File: src/rtl/assert_macros.svh
// ----------------------------------------------------------------------------
// Assertion macros
// Shorthand for clocked, reset-qualified concurrent assertions.
// ----------------------------------------------------------------------------
`ifndef ASSERT_MACROS_SVH
`define ASSERT_MACROS_SVH

// Same-cycle implication
`define ASSERT_IMPL(label, clk, rst, ante, cons) \
   label: assert property (@(posedge clk) disable iff (rst) (ante) |-> (cons)) \
      else $error("%m: assertion failed");

// Next-cycle implication
`define ASSERT_NEXT(label, clk, rst, ante, cons) \
   label: assert property (@(posedge clk) disable iff (rst) (ante) |=> (cons)) \
      else $error("%m: assertion failed");

`endif

File: src/rtl/rhc_pkg.sv
// ----------------------------------------------------------------------------
// rhc_pkg
// Shared types, constants and the divider step for the RGB/HSV converter.
// ----------------------------------------------------------------------------
package rhc_pkg;

   // Hue sector geometry, 8-bit scale
   localparam logic [7:0] HUE_SECTOR   = 8'd43;
   localparam logic [7:0] HUE_GREEN    = 8'd85;
   localparam logic [7:0] HUE_BLUE     = 8'd171;
   localparam logic [7:0] FULL_SCALE   = 8'd255;
   localparam logic [7:0] REGION_COUNT = 8'd6;

   // Pipeline depths: forward converter, back converter, whole block
   localparam int unsigned CONV_STAGES = 7;
   localparam int unsigned BACK_STAGES = 4;
   localparam int unsigned LATENCY     = CONV_STAGES + BACK_STAGES;

   typedef enum logic [1:0] {
      OP_RGB2HSV = 2'd0,
      OP_HSV2RGB = 2'd1,
      OP_DARKEN  = 2'd2,
      OP_PASS    = 2'd3
   } op_type;

   // Request fields carried alongside the pipeline
   typedef struct packed {
      op_type     op;
      logic [7:0] c0;
      logic [7:0] c1;
      logic [7:0] c2;
      logic [7:0] amount;
   } side_type;

   // Control group between top and converter
   typedef struct packed {
      logic     valid;
      side_type side;
   } tag_type;

   typedef struct packed {
      logic [7:0] rem;
      logic       bit_q;
   } div_step_type;

   // One restoring division step: a partial remainder below a nonzero divisor stays below it
   function automatic div_step_type div_step(input logic [7:0] rem,
                                             input logic       dvd_bit,
                                             input logic [7:0] dvsr);
      logic [8:0]   trial;
      div_step_type res;
      trial = {rem, dvd_bit};
      if (trial >= {1'b0, dvsr}) begin
         res.rem   = 8'(trial - {1'b0, dvsr});
         res.bit_q = 1'b1;
      end else begin
         res.rem   = trial[7:0];
         res.bit_q = 1'b0;
      end
      return res;
   endfunction

endpackage

File: src/rtl/rhc_rgb2hsv.sv
// ----------------------------------------------------------------------------
// rhc_rgb2hsv
// Pipelined RGB to HSV converter: min/max, dividend set-up, two 2-bit-per-
// stage restoring dividers (saturation and hue), then hue/special-case fix-up.
// ----------------------------------------------------------------------------
`include "assert_macros.svh"

module rhc_rgb2hsv
   import rhc_pkg::*;
(
   input  logic       clock,
   input  logic       reset,
   input  tag_type    in_tag,
   output tag_type    out_tag,
   output logic [7:0] out_h,
   output logic [7:0] out_s,
   output logic [7:0] out_v
);

   typedef enum logic [1:0] {
      MAX_RED   = 2'd0,
      MAX_GREEN = 2'd1,
      MAX_BLUE  = 2'd2
   } max_type;

   typedef struct packed {
      logic [7:0] hi;
      logic [7:0] span;
      logic [7:0] mag;
      logic       neg;
      max_type    maxsel;
      logic       black;
      logic       grey;
   } mm_type;

   // Divider lanes: rem is the partial remainder, low holds the unused
   // dividend bits on top and the quotient bits shifted in below
   typedef struct packed {
      logic [7:0] sat_rem;
      logic [7:0] sat_low;
      logic [7:0] hue_rem;
      logic [7:0] hue_low;
      logic [7:0] hi;
      logic [7:0] span;
      logic       neg;
      max_type    maxsel;
      logic       black;
      logic       grey;
   } div_stage_type;

   localparam int unsigned DIV_STEPS = 4;

   tag_type       mm_tag_ff;
   mm_type        mm_ff, mm_in;
   tag_type       dv_tag_ff [0:DIV_STEPS];
   div_stage_type dv_ff     [0:DIV_STEPS];
   div_stage_type dv_in     [0:DIV_STEPS];
   tag_type       out_tag_ff;
   logic [7:0]    h_ff, h_in;
   logic [7:0]    s_ff, s_in;
   logic [7:0]    v_ff, v_in;

   // Stage 1: extremes, span and signed hue offset as sign/magnitude
   always_comb begin
      logic [7:0] r, g, b, lo, hi, a, c;
      r = in_tag.side.c0;
      g = in_tag.side.c1;
      b = in_tag.side.c2;
      lo = (r < g) ? ((r < b) ? r : b) : ((g < b) ? g : b);
      hi = (r > g) ? ((r > b) ? r : b) : ((g > b) ? g : b);
      if (hi == r) begin
         mm_in.maxsel = MAX_RED;
         a = g;
         c = b;
      end else if (hi == g) begin
         mm_in.maxsel = MAX_GREEN;
         a = b;
         c = r;
      end else begin
         mm_in.maxsel = MAX_BLUE;
         a = r;
         c = g;
      end
      mm_in.hi    = hi;
      mm_in.span  = hi - lo;
      mm_in.neg   = (a < c);
      mm_in.mag   = (a < c) ? (c - a) : (a - c);
      mm_in.black = (hi == 8'd0);
      mm_in.grey  = (hi == lo);
   end

   always_ff @(posedge clock) begin
      if (reset) begin
         mm_tag_ff.valid <= 1'b0;
      end else begin
         mm_tag_ff.valid <= in_tag.valid;
      end
      mm_tag_ff.side <= in_tag.side;
      mm_ff          <= mm_in;
   end

   // Stage 2: dividends 255*span and 43*|offset|, both below 256*divisor
   always_comb begin
      logic [15:0] sat_dvd, hue_dvd;
      sat_dvd = {mm_ff.span, 8'h00} - {8'h00, mm_ff.span};
      hue_dvd = 16'({8'h00, mm_ff.mag} * {8'h00, HUE_SECTOR});
      dv_in[0].sat_rem = sat_dvd[15:8];
      dv_in[0].sat_low = sat_dvd[7:0];
      dv_in[0].hue_rem = hue_dvd[15:8];
      dv_in[0].hue_low = hue_dvd[7:0];
      dv_in[0].hi      = mm_ff.hi;
      dv_in[0].span    = mm_ff.span;
      dv_in[0].neg     = mm_ff.neg;
      dv_in[0].maxsel  = mm_ff.maxsel;
      dv_in[0].black   = mm_ff.black;
      dv_in[0].grey    = mm_ff.grey;
   end

   always_ff @(posedge clock) begin
      if (reset) begin
         dv_tag_ff[0].valid <= 1'b0;
      end else begin
         dv_tag_ff[0].valid <= mm_tag_ff.valid;
      end
      dv_tag_ff[0].side <= mm_tag_ff.side;
      dv_ff[0]          <= dv_in[0];
   end

   // Stages 3 to 6: two quotient bits per stage in each divider
   for (genvar k = 1; k <= DIV_STEPS; k++) begin : g_div
      always_comb begin
         div_step_type sa, sb, ha, hb;
         sa = div_step(dv_ff[k-1].sat_rem, dv_ff[k-1].sat_low[7], dv_ff[k-1].hi);
         sb = div_step(sa.rem, dv_ff[k-1].sat_low[6], dv_ff[k-1].hi);
         ha = div_step(dv_ff[k-1].hue_rem, dv_ff[k-1].hue_low[7], dv_ff[k-1].span);
         hb = div_step(ha.rem, dv_ff[k-1].hue_low[6], dv_ff[k-1].span);
         dv_in[k]         = dv_ff[k-1];
         dv_in[k].sat_rem = sb.rem;
         dv_in[k].sat_low = {dv_ff[k-1].sat_low[5:0], sa.bit_q, sb.bit_q};
         dv_in[k].hue_rem = hb.rem;
         dv_in[k].hue_low = {dv_ff[k-1].hue_low[5:0], ha.bit_q, hb.bit_q};
      end

      always_ff @(posedge clock) begin
         if (reset) begin
            dv_tag_ff[k].valid <= 1'b0;
         end else begin
            dv_tag_ff[k].valid <= dv_tag_ff[k-1].valid;
         end
         dv_tag_ff[k].side <= dv_tag_ff[k-1].side;
         dv_ff[k]          <= dv_in[k];
      end
   end

   // Stage 7: sector base plus signed quotient, black and grey short paths
   always_comb begin
      logic [7:0] base, quo;
      case (dv_ff[DIV_STEPS].maxsel)
         MAX_RED:   base = 8'd0;
         MAX_GREEN: base = HUE_GREEN;
         MAX_BLUE:  base = HUE_BLUE;
         default:   base = 8'd0;
      endcase
      quo = dv_ff[DIV_STEPS].hue_low;
      if (dv_ff[DIV_STEPS].black) begin
         h_in = 8'd0;
         s_in = 8'd0;
         v_in = 8'd0;
      end else if (dv_ff[DIV_STEPS].grey || (dv_ff[DIV_STEPS].sat_low == 8'd0)) begin
         h_in = 8'd0;
         s_in = 8'd0;
         v_in = dv_ff[DIV_STEPS].hi;
      end else begin
         h_in = dv_ff[DIV_STEPS].neg ? (base - quo) : (base + quo);
         s_in = dv_ff[DIV_STEPS].sat_low;
         v_in = dv_ff[DIV_STEPS].hi;
      end
   end

   always_ff @(posedge clock) begin
      if (reset) begin
         out_tag_ff.valid <= 1'b0;
      end else begin
         out_tag_ff.valid <= dv_tag_ff[DIV_STEPS].valid;
      end
      out_tag_ff.side <= dv_tag_ff[DIV_STEPS].side;
      h_ff            <= h_in;
      s_ff            <= s_in;
      v_ff            <= v_in;
   end

   assign out_tag = out_tag_ff;
   assign out_h   = h_ff;
   assign out_s   = s_ff;
   assign out_v   = v_ff;

   // Checks
   `ASSERT_IMPL(a_zero_sat_zero_hue, clock, reset, out_tag.valid && (out_s == 8'd0), out_h == 8'd0)
   `ASSERT_IMPL(a_value_is_max, clock, reset, out_tag.valid, (out_v >= out_tag.side.c0) && (out_v >= out_tag.side.c1) && (out_v >= out_tag.side.c2) && ((out_v == out_tag.side.c0) || (out_v == out_tag.side.c1) || (out_v == out_tag.side.c2)))
   `ASSERT_IMPL(a_sat_zero_iff_grey, clock, reset, out_tag.valid, (out_s == 8'd0) == ((out_tag.side.c0 == out_tag.side.c1) && (out_tag.side.c1 == out_tag.side.c2)))

endmodule

File: src/rtl/rgb_hsv_color_convert.sv
// ----------------------------------------------------------------------------
// rgb_hsv_color_convert
// 8-bit RGB/HSV converter with darken, fully pipelined.
//
//   channel  direction  ports                                       handshake
//   request  in         req_operation, req_in_c0..2, req_darken_amount  start/busy
//   response out        rsp_out_c0..2                               rsp_valid
//
// One word enters per clock; busy stays low, so start is always taken.
// The RGB to HSV pipeline (its depth set by the two restoring dividers, two
// quotient bits per stage) feeds the HSV to RGB pipeline (region split,
// two multiplier ranks, channel select).
// Reset clears the stage valid bits only; data registers are left alone.
// rsp_valid is high for one cycle per word and the receiver cannot stall.
// ----------------------------------------------------------------------------
`include "assert_macros.svh"

module rgb_hsv_color_convert
   import rhc_pkg::*;
(
   input  logic       clock,
   input  logic       reset,
   input  logic       start,
   output logic       busy,
   input  logic [1:0] req_operation,
   input  logic [7:0] req_in_c0,
   input  logic [7:0] req_in_c1,
   input  logic [7:0] req_in_c2,
   input  logic [7:0] req_darken_amount,
   output logic       rsp_valid,
   output logic [7:0] rsp_out_c0,
   output logic [7:0] rsp_out_c1,
   output logic [7:0] rsp_out_c2
);

   typedef struct packed {
      op_type     op;
      logic [7:0] byp0;
      logic [7:0] byp1;
      logic [7:0] byp2;
      logic [7:0] s;
      logic [7:0] v;
   } carry_type;

   typedef struct packed {
      carry_type  cr;
      logic [2:0] region;
      logic [7:0] rem;
      logic [7:0] s_inv;
   } b1_type;

   typedef struct packed {
      carry_type  cr;
      logic [2:0] region;
      logic [7:0] p;
      logic [7:0] sr;
      logic [7:0] st;
   } b2_type;

   typedef struct packed {
      carry_type  cr;
      logic [2:0] region;
      logic [7:0] p;
      logic [7:0] q;
      logic [7:0] t;
   } b3_type;

   tag_type    req_tag;
   tag_type    conv_tag;
   logic [7:0] conv_h, conv_s, conv_v;

   logic       b1_valid_ff, b2_valid_ff, b3_valid_ff, rsp_valid_ff;
   b1_type     b1_ff, b1_in;
   b2_type     b2_ff, b2_in;
   b3_type     b3_ff, b3_in;
   logic [7:0] c0_ff, c0_in;
   logic [7:0] c1_ff, c1_in;
   logic [7:0] c2_ff, c2_in;

   // Request word into the forward converter
   assign busy                = 1'b0;
   assign req_tag.valid       = start && !busy;
   assign req_tag.side.op     = op_type'(req_operation);
   assign req_tag.side.c0     = req_in_c0;
   assign req_tag.side.c1     = req_in_c1;
   assign req_tag.side.c2     = req_in_c2;
   assign req_tag.side.amount = req_darken_amount;

   rhc_rgb2hsv u_rgb2hsv (
      .clock   (clock),
      .reset   (reset),
      .in_tag  (req_tag),
      .out_tag (conv_tag),
      .out_h   (conv_h),
      .out_s   (conv_s),
      .out_v   (conv_v)
   );

   // B1: pick HSV source, split hue into region and scaled remainder
   always_comb begin
      logic [7:0] h, base;
      b1_in.cr.op = conv_tag.side.op;
      case (conv_tag.side.op)
         OP_HSV2RGB: begin
            h           = conv_tag.side.c0;
            b1_in.cr.s  = conv_tag.side.c1;
            b1_in.cr.v  = conv_tag.side.c2;
         end
         OP_DARKEN: begin
            h           = conv_h;
            b1_in.cr.s  = conv_s;
            b1_in.cr.v  = conv_v - conv_tag.side.amount;
         end
         default: begin
            h           = conv_h;
            b1_in.cr.s  = conv_s;
            b1_in.cr.v  = conv_v;
         end
      endcase
      // forward HSV result for rgb2hsv, untouched input otherwise
      if (conv_tag.side.op == OP_RGB2HSV) begin
         b1_in.cr.byp0 = conv_h;
         b1_in.cr.byp1 = conv_s;
         b1_in.cr.byp2 = conv_v;
      end else begin
         b1_in.cr.byp0 = conv_tag.side.c0;
         b1_in.cr.byp1 = conv_tag.side.c1;
         b1_in.cr.byp2 = conv_tag.side.c2;
      end
      // region = h / 43 by threshold compare
      if (h >= 8'(5 * HUE_SECTOR)) begin
         b1_in.region = 3'd5;
         base         = 8'(5 * HUE_SECTOR);
      end else if (h >= 8'(4 * HUE_SECTOR)) begin
         b1_in.region = 3'd4;
         base         = 8'(4 * HUE_SECTOR);
      end else if (h >= 8'(3 * HUE_SECTOR)) begin
         b1_in.region = 3'd3;
         base         = 8'(3 * HUE_SECTOR);
      end else if (h >= 8'(2 * HUE_SECTOR)) begin
         b1_in.region = 3'd2;
         base         = 8'(2 * HUE_SECTOR);
      end else if (h >= HUE_SECTOR) begin
         b1_in.region = 3'd1;
         base         = HUE_SECTOR;
      end else begin
         b1_in.region = 3'd0;
         base         = 8'd0;
      end
      b1_in.rem   = 8'((h - base) * REGION_COUNT);
      b1_in.s_inv = FULL_SCALE - b1_in.cr.s;
   end

   always_ff @(posedge clock) begin
      if (reset) begin
         b1_valid_ff <= 1'b0;
      end else begin
         b1_valid_ff <= conv_tag.valid;
      end
      b1_ff <= b1_in;
   end

   // B2: first multiplier rank, p and the two saturation terms
   always_comb begin
      logic [15:0] pp, spr, spt;
      pp  = {8'h00, b1_ff.cr.v} * {8'h00, b1_ff.s_inv};
      spr = {8'h00, b1_ff.cr.s} * {8'h00, b1_ff.rem};
      spt = {8'h00, b1_ff.cr.s} * {8'h00, FULL_SCALE - b1_ff.rem};
      b2_in.cr     = b1_ff.cr;
      b2_in.region = b1_ff.region;
      b2_in.p      = pp[15:8];
      b2_in.sr     = spr[15:8];
      b2_in.st     = spt[15:8];
   end

   always_ff @(posedge clock) begin
      if (reset) begin
         b2_valid_ff <= 1'b0;
      end else begin
         b2_valid_ff <= b1_valid_ff;
      end
      b2_ff <= b2_in;
   end

   // B3: second multiplier rank, q and t
   always_comb begin
      logic [15:0] qq, tt;
      qq = {8'h00, b2_ff.cr.v} * {8'h00, FULL_SCALE - b2_ff.sr};
      tt = {8'h00, b2_ff.cr.v} * {8'h00, FULL_SCALE - b2_ff.st};
      b3_in.cr     = b2_ff.cr;
      b3_in.region = b2_ff.region;
      b3_in.p      = b2_ff.p;
      b3_in.q      = qq[15:8];
      b3_in.t      = tt[15:8];
   end

   always_ff @(posedge clock) begin
      if (reset) begin
         b3_valid_ff <= 1'b0;
      end else begin
         b3_valid_ff <= b2_valid_ff;
      end
      b3_ff <= b3_in;
   end

   // B4: channel order by region, grey short path, operation select
   always_comb begin
      logic [7:0] v, p, q, t;
      v = b3_ff.cr.v;
      p = b3_ff.p;
      q = b3_ff.q;
      t = b3_ff.t;
      case (b3_ff.region)
         3'd0: begin c0_in = v; c1_in = t; c2_in = p; end
         3'd1: begin c0_in = q; c1_in = v; c2_in = p; end
         3'd2: begin c0_in = p; c1_in = v; c2_in = t; end
         3'd3: begin c0_in = p; c1_in = q; c2_in = v; end
         3'd4: begin c0_in = t; c1_in = p; c2_in = v; end
         default: begin c0_in = v; c1_in = p; c2_in = q; end
      endcase
      if (b3_ff.cr.s == 8'd0) begin
         c0_in = v;
         c1_in = v;
         c2_in = v;
      end
      if ((b3_ff.cr.op == OP_RGB2HSV) || (b3_ff.cr.op == OP_PASS)) begin
         c0_in = b3_ff.cr.byp0;
         c1_in = b3_ff.cr.byp1;
         c2_in = b3_ff.cr.byp2;
      end
   end

   always_ff @(posedge clock) begin
      if (reset) begin
         rsp_valid_ff <= 1'b0;
      end else begin
         rsp_valid_ff <= b3_valid_ff;
      end
      c0_ff <= c0_in;
      c1_ff <= c1_in;
      c2_ff <= c2_in;
   end

   assign rsp_valid  = rsp_valid_ff;
   assign rsp_out_c0 = c0_ff;
   assign rsp_out_c1 = c1_ff;
   assign rsp_out_c2 = c2_ff;

   // Checks
   `ASSERT_IMPL(a_rsp_from_req, clock, reset, rsp_valid, $past(start, LATENCY))
   `ASSERT_NEXT(a_grey_rgb_out, clock, reset, b3_valid_ff && (b3_ff.cr.s == 8'd0) && ((b3_ff.cr.op == OP_HSV2RGB) || (b3_ff.cr.op == OP_DARKEN)), (rsp_out_c0 == rsp_out_c1) && (rsp_out_c1 == rsp_out_c2))

endmodule

File: config.mk
export PLATFORM = sky130hd
export DESIGN_NAME = rgb_hsv_color_convert
export DESIGN_NICKNAME = d
export VERILOG_FILES = /design/src/rtl/rhc_pkg.sv /design/src/rtl/rhc_rgb2hsv.sv /design/src/rtl/rgb_hsv_color_convert.sv
export VERILOG_INCLUDE_DIRS = /design/src /design/src/rtl
export SDC_FILE = /design/constraint.sdc
export NUM_CORES = 2
export LEC_CHECK = 0
export BUFFER_PORTS_ARGS = -buffer_cell sky130_fd_sc_hd__buf_4
export CORE_MARGIN = 3
export CORE_UTILIZATION = 50
export CTS_BUF_LIST = sky130_fd_sc_hd__clkbuf_8 sky130_fd_sc_hd__clkbuf_16
export CTS_CLUSTER_DIAMETER = 80
export CTS_CLUSTER_SIZE = 20
export DETAILED_ROUTE_END_ITERATION = 8
export PLACE_DENSITY_LB_ADDON = 0.08
export SYNTH_ARGS = -nofsm -noshare
export SYNTH_HDL_FRONTEND = slang
export SYNTH_SLANG_ARGS = --single-unit
File: constraint.sdc
create_clock -name clock -period 11.9 [get_ports clock]
set_input_delay 0.595 -clock clock [delete_from_list [all_inputs] [get_ports clock]]
set_output_delay 0.595 -clock clock [all_outputs]
set_load 0.02 [all_outputs]
Word level (Yosys, flattened, before mapping)
Memories as Yosys holds them, arrays and structs flattened.
Index checks and enable logic that the tools add are counted.

word-level totals
  register bits after elaboration = 349
  memory bits (writable) = 440
  output and inout port bits = 26
  word-level logic and storage cells = 214
  memories = 2

cells by class
  add/subtract/negate cells = 28
  $mul = 7
  $lt $le $gt $ge = 28
  eq/ne operators = 12
  mux-type cells = 59
  bitwise gates (word level) = 5
  reductions and logical operators = 14

memory list
  name                 depth  width  rd ports  clocked after memory_dff  write ports  RTL line           RTL
  u_rgb2hsv.dv_ff      5      53     5         0                         5            rhc_rgb2hsv.sv:56  div_stage_type dv_ff [0:DIV_STEPS];
  u_rgb2hsv.dv_tag_ff  5      35     5         0                         5            rhc_rgb2hsv.sv:55  tag_type dv_tag_ff [0:DIV_STEPS];

operators with widths
  operator                                              count
  two-way mux 8 bit                                     22
  subtractor 8 bit                                      22
  >= comparator 9 x 8 -> 1 bit                          16
  two-way mux 9 bit                                     16
  case mux 8 bit (3 select lines)                       3
  multiplier 8 x 8 -> 16 bit                            4
  less-than comparator 8 bit                            4
  case mux 16 bit (2 select lines)                      1
  subtractor 8 bit (first input constant)               4
  equality test 8 bit                                   3
  >= comparator 8 bit (second input constant)           3
  > comparator 8 bit                                    3
  logical NOT 8 bit                                     3
  two-way mux 24 bit                                    1
  case mux 8 bit (2 select lines)                       1
  subtractor 16 x 8 -> 16 bit                           1
  multiplier 8 x 7 -> 15 bit                            1
  multiplier 8 x 6 -> 14 bit (second input constant)    1
  OR reduction 2 bit                                    6
  two-way mux 1 bit                                     10
  adder 8 bit                                           1
  >= comparator 8 x 6 -> 1 bit (second input constant)  1
  >= comparator 8 x 7 -> 1 bit (second input constant)  1
  multiplier 8 x 2 -> 7 bit (second input constant)     1
  other kinds (12)                                      24

Logic depth before layout (Yosys ltp)
  depth after elaboration = 10
  gate-level depth with buffers = 27
  gate-level depth less buffers = 23

Modules after synthesis
From an unflattened synthesis, not the netlist that was laid out.

unflattened totals
  cell total of the unflattened synthesis = 3616
  area, all modules = 37506.0 sq um

modules (own cells, without submodules)
  module                 times used  cells an instance  area an instance (sq um)  seq. area each (sq um)
  rhc_rgb2hsv            1           1923               20971.4                   10670.2
  rgb_hsv_color_convert  1           1693               16534.6                   4524.3

Worst setup path after synthesis
Ideal clock, no wire load.

  path type = in2reg
  start = in req_in_c1[2]
  end = reg u_rgb2hsv.mm_ff[11] (netlist bit)
  data arrival time = 6013 ps
  data required time = 11773 ps
  setup slack = 5760 ps
  cell stages on the path = 25
  buffers on the path = 4
  path through = clkbuf_1 -> inv_1 -> ha_1 -> a21oi_1 -> o221a_2 -> o211ai_2 -> and2_4 -> a211o_1 -> buf_2 -> or4_4 -> a221oi_4 -> buf_4 -> mux2i_1 -> ha_1 -> inv_1 -> fa_1 -> a21o_1 -> a21oi_1 -> nor2_1 -> o21a_1 -> o41ai_2 -> clkbuf_1 -> mux2i_1 -> o21ai_0 -> xor2_1

RTL lines
  what                  RTL line                     RTL
  start, declared       rgb_hsv_color_convert.sv:27  input logic [7:0] req_in_c1,
  end signal, assigned  rhc_rgb2hsv.sv:99            mm_ff <= mm_in;
  end, declared         rhc_rgb2hsv.sv:54            mm_type mm_ff, mm_in;

==> flow_summary.ini <==
[route]
drc = 0
routed_wl_um = 81000
wl_per_cell_um = 17.3
firstDrtPassIters = 5
vias = 24700
viasPerCell = 5.28
postRouteAntennaNets = 0
drtIter0Drc = 1059

[floorplanning]
die_area_sq_um = 79100
die_w_um = 281
ios = 63
start_util_pct = 50.7
core_area_sq_um = 74700
rows = 100
die_height_um = 281

[timing]
final_max_slew_viol_count = 0
fin_setup_tns_ns = 0
period_minus_slack_ns = 6.07
max_freq_mhz = 165
timing.final.crit_share_pct = 51.0
worst_pin_slew_ns = 1.10
hold_viol = 0
rsz0062_at_grt = no
finClkSkew_ns = 0.0162
slew_headroom_pct = 26.5
setup_viol = 0

[grt]
grt_pass1_vias = 26300
grt_max_degree = 49
antenna_found_initial = 2
overflow = 0
grt_pass1_wl_um = 134000
track_usage_pct = 20.9

[job]
drv_cap = 0

[logic_synthesis]
synthArstFlopShare_pct = 0
ys_warn_count = 0
synth_most_common_cell = dfxtp_1
synthXorXnorAreaFrac_pct = 3.95
synthMuxAreaShare_pct = 5.21
synthCells = 3664
ys_ff_latch = 759
yosys-top-cells-count = dfxtp_1, inv_1, ha_1
synth.area.top_cells = dfxtp_1, ha_1, fa_1
synth_edf_count = 0
synth_fa_ha_area_share_pct = 23.7
synth_top_area_share_pct = 40.1
synth-compound-area-share_pct = 9.89
yosysUniqueCellTypes = 72
synth_top_family_by_area = adder cells
mappedNetlistNets = 4301
ys_seq_area_share_pct = 40.1
yosys.area_share.simple_pct = 11.4
synth.avg_cell_area_sq_um = 10.3
syn_area_sq_um = 37900
synth_flop_cell = dfxtp_1
synth_top_cell_by_area = dfxtp_1

[layout]
n_fill_cell = 6547
area_growth_pct = 7.52
diodes = 0
nNetsFinal = 4327
drive_above_1_share_pct = 7.61

[critical_path]
start_kind = input port
worst_ep_required_time_ns = 12.45
critPathSlowestCell = a211oi_1
critPathMaxStageDelay_ns = 0.54
cp_max_fo = 32
critPathArrivalTime_ns = 6.62
crit_top_cell = buf_4
end_kind = register
path_class = in2reg

[clock_network]
cts.repair.resized = 0
postCtsSetupBuffers = 0
cts_tree = yes
clk_pin_slew_ns = 0.08
clockBufferDepth = 3
insertion_delay_ns = 0.61
cts_made_buffers = 49
root_buffer = clkbuf_16
ctsHoldBuffers = 0
cts_max_level = 2
numClockSinks = 759

[placement]
dpl.hpwl_um = 63300
place.gp.congestion = 0.864
portBuffers = 61

[hold_path]
hold_class = in2reg

[run_status]
status = finished, final reports clean
[final timing paths]
check / startpoint / endpoint / slack (ns) / cells after the start
max reg2reg: u_rgb2hsv.dv_ff[0][14]$_DFF_P_ / u_rgb2hsv.dv_ff[0][100]$_DFF_P_ / 6.16 / 21
max: req_in_c2[5] / u_rgb2hsv.mm_ff[11]$_DFF_P_ / 5.83 / 27
min: req_darken_amount[1] / u_rgb2hsv.mm_tag_ff[1]$_DFF_P_ / 0.08 / 1
min reg2reg: b2_ff[22]$_DFF_P_ / b3_ff[22]$_DFF_P_ / 0.32 / 0
[cell families after synthesis]
logic type / Yosys count
and+or+nand+nor: 833
AOI/OAI and AO/OA: 550
xor gates and xnor gates: 171
muxes: 182
buffers and inverters: 568
DFF: 759
other: 1
adders and majority gates: 600
[sequential cells by signal (all words and copies together) (netlist names), 21 cells and up]
register	cells
u_rgb2hsv.dv_ff	235
b2_ff	69
b3_ff	69
u_rgb2hsv.dv_tag_ff	175
u_rgb2hsv.mm_tag_ff	35
b1_ff	60
u_rgb2hsv.out_tag	35
u_rgb2hsv.dv_in	21
[critical path: cells and delay by family]
kind / cells / cell delay, ns
compound gates: 12 / 2.73
buf+inv: 6 / 1.35
fa+ha+maj: 3 / 0.89
mux: 2 / 0.55
xor+xnor: 2 / 0.35
simple gates: 2 / 0.13
[stage by stage]
step / util, % / std cells / setup WS (ns) / hold slack [ns] / area (sq um)
2_1_floorplan: - / 3664 / 5.76 / 0.310 / 37900
4_1_cts: 54.5 / 4674 / 5.98 / 0.0332 / 40700
5_1_grt: 54.5 / 4674 / 5.49 / 0.0360 / 40700
6_report: 54.5 / 4674 / 5.83 / 0.0828 / 40700
3_3_place_gp: 52.6 / 4608 / 5.46 / 0.310 / 39300
3_5_place_dp: 52.6 / 4608 / 5.34 / 0.312 / 39300
[cell usage in the layout (no fill, tap or decap), types with 38 or more instances in the layout]
master     instances
nand2_1          174
buf_4             78
clkbuf_16         49
a21oi_1          122
nor2b_1          154
nor2_1           167
and2_1            64
dfxtp_1          759
o21ai_0          113
nand2b_1         114
inv_1            466
a21o_1            47
mux2i_1           61
xnor2_1          114
ha_1             402
nand3_1           38
xor2_1            56
nand4_1           40
mux2_2           113
fa_1             198
[final cells by class]
| type | count | area, sq um | share of cell area (%) |
|---|---|---|---|
| clock buffers | 50 | 1240 | 3.04 |
| repair buffers | 78 | 586 | 1.44 |
| clock inverters | 16 | 208 | 0.510 |
| well taps | 969 | 1210 | 2.98 |
| flip-flops and latches | 759 | 15200 | 37.3 |
| multi-input cells | 2337 | 20600 | 50.4 |
| inverters | 465 | 1750 | 4.28 |
[routing by layer]
| metal | vias to the layer above | GRT usage [%] | wire [um] |
|---|---|---|---|
| met2 | 424 | 38.1 | 40500 |
| met1 | 11900 | 25.6 | 35400 |
| met5 | - | 0 | 0 |
| met3 | 150 | 2.36 | 2460 |
| li1 | 12200 | - | - |
| met4 | 0 | 6.78 | 2670 |
Power is left out: the tool's default activity adds up to more than one toggle a clock period on the data nets, which glitch-free logic cannot reach.
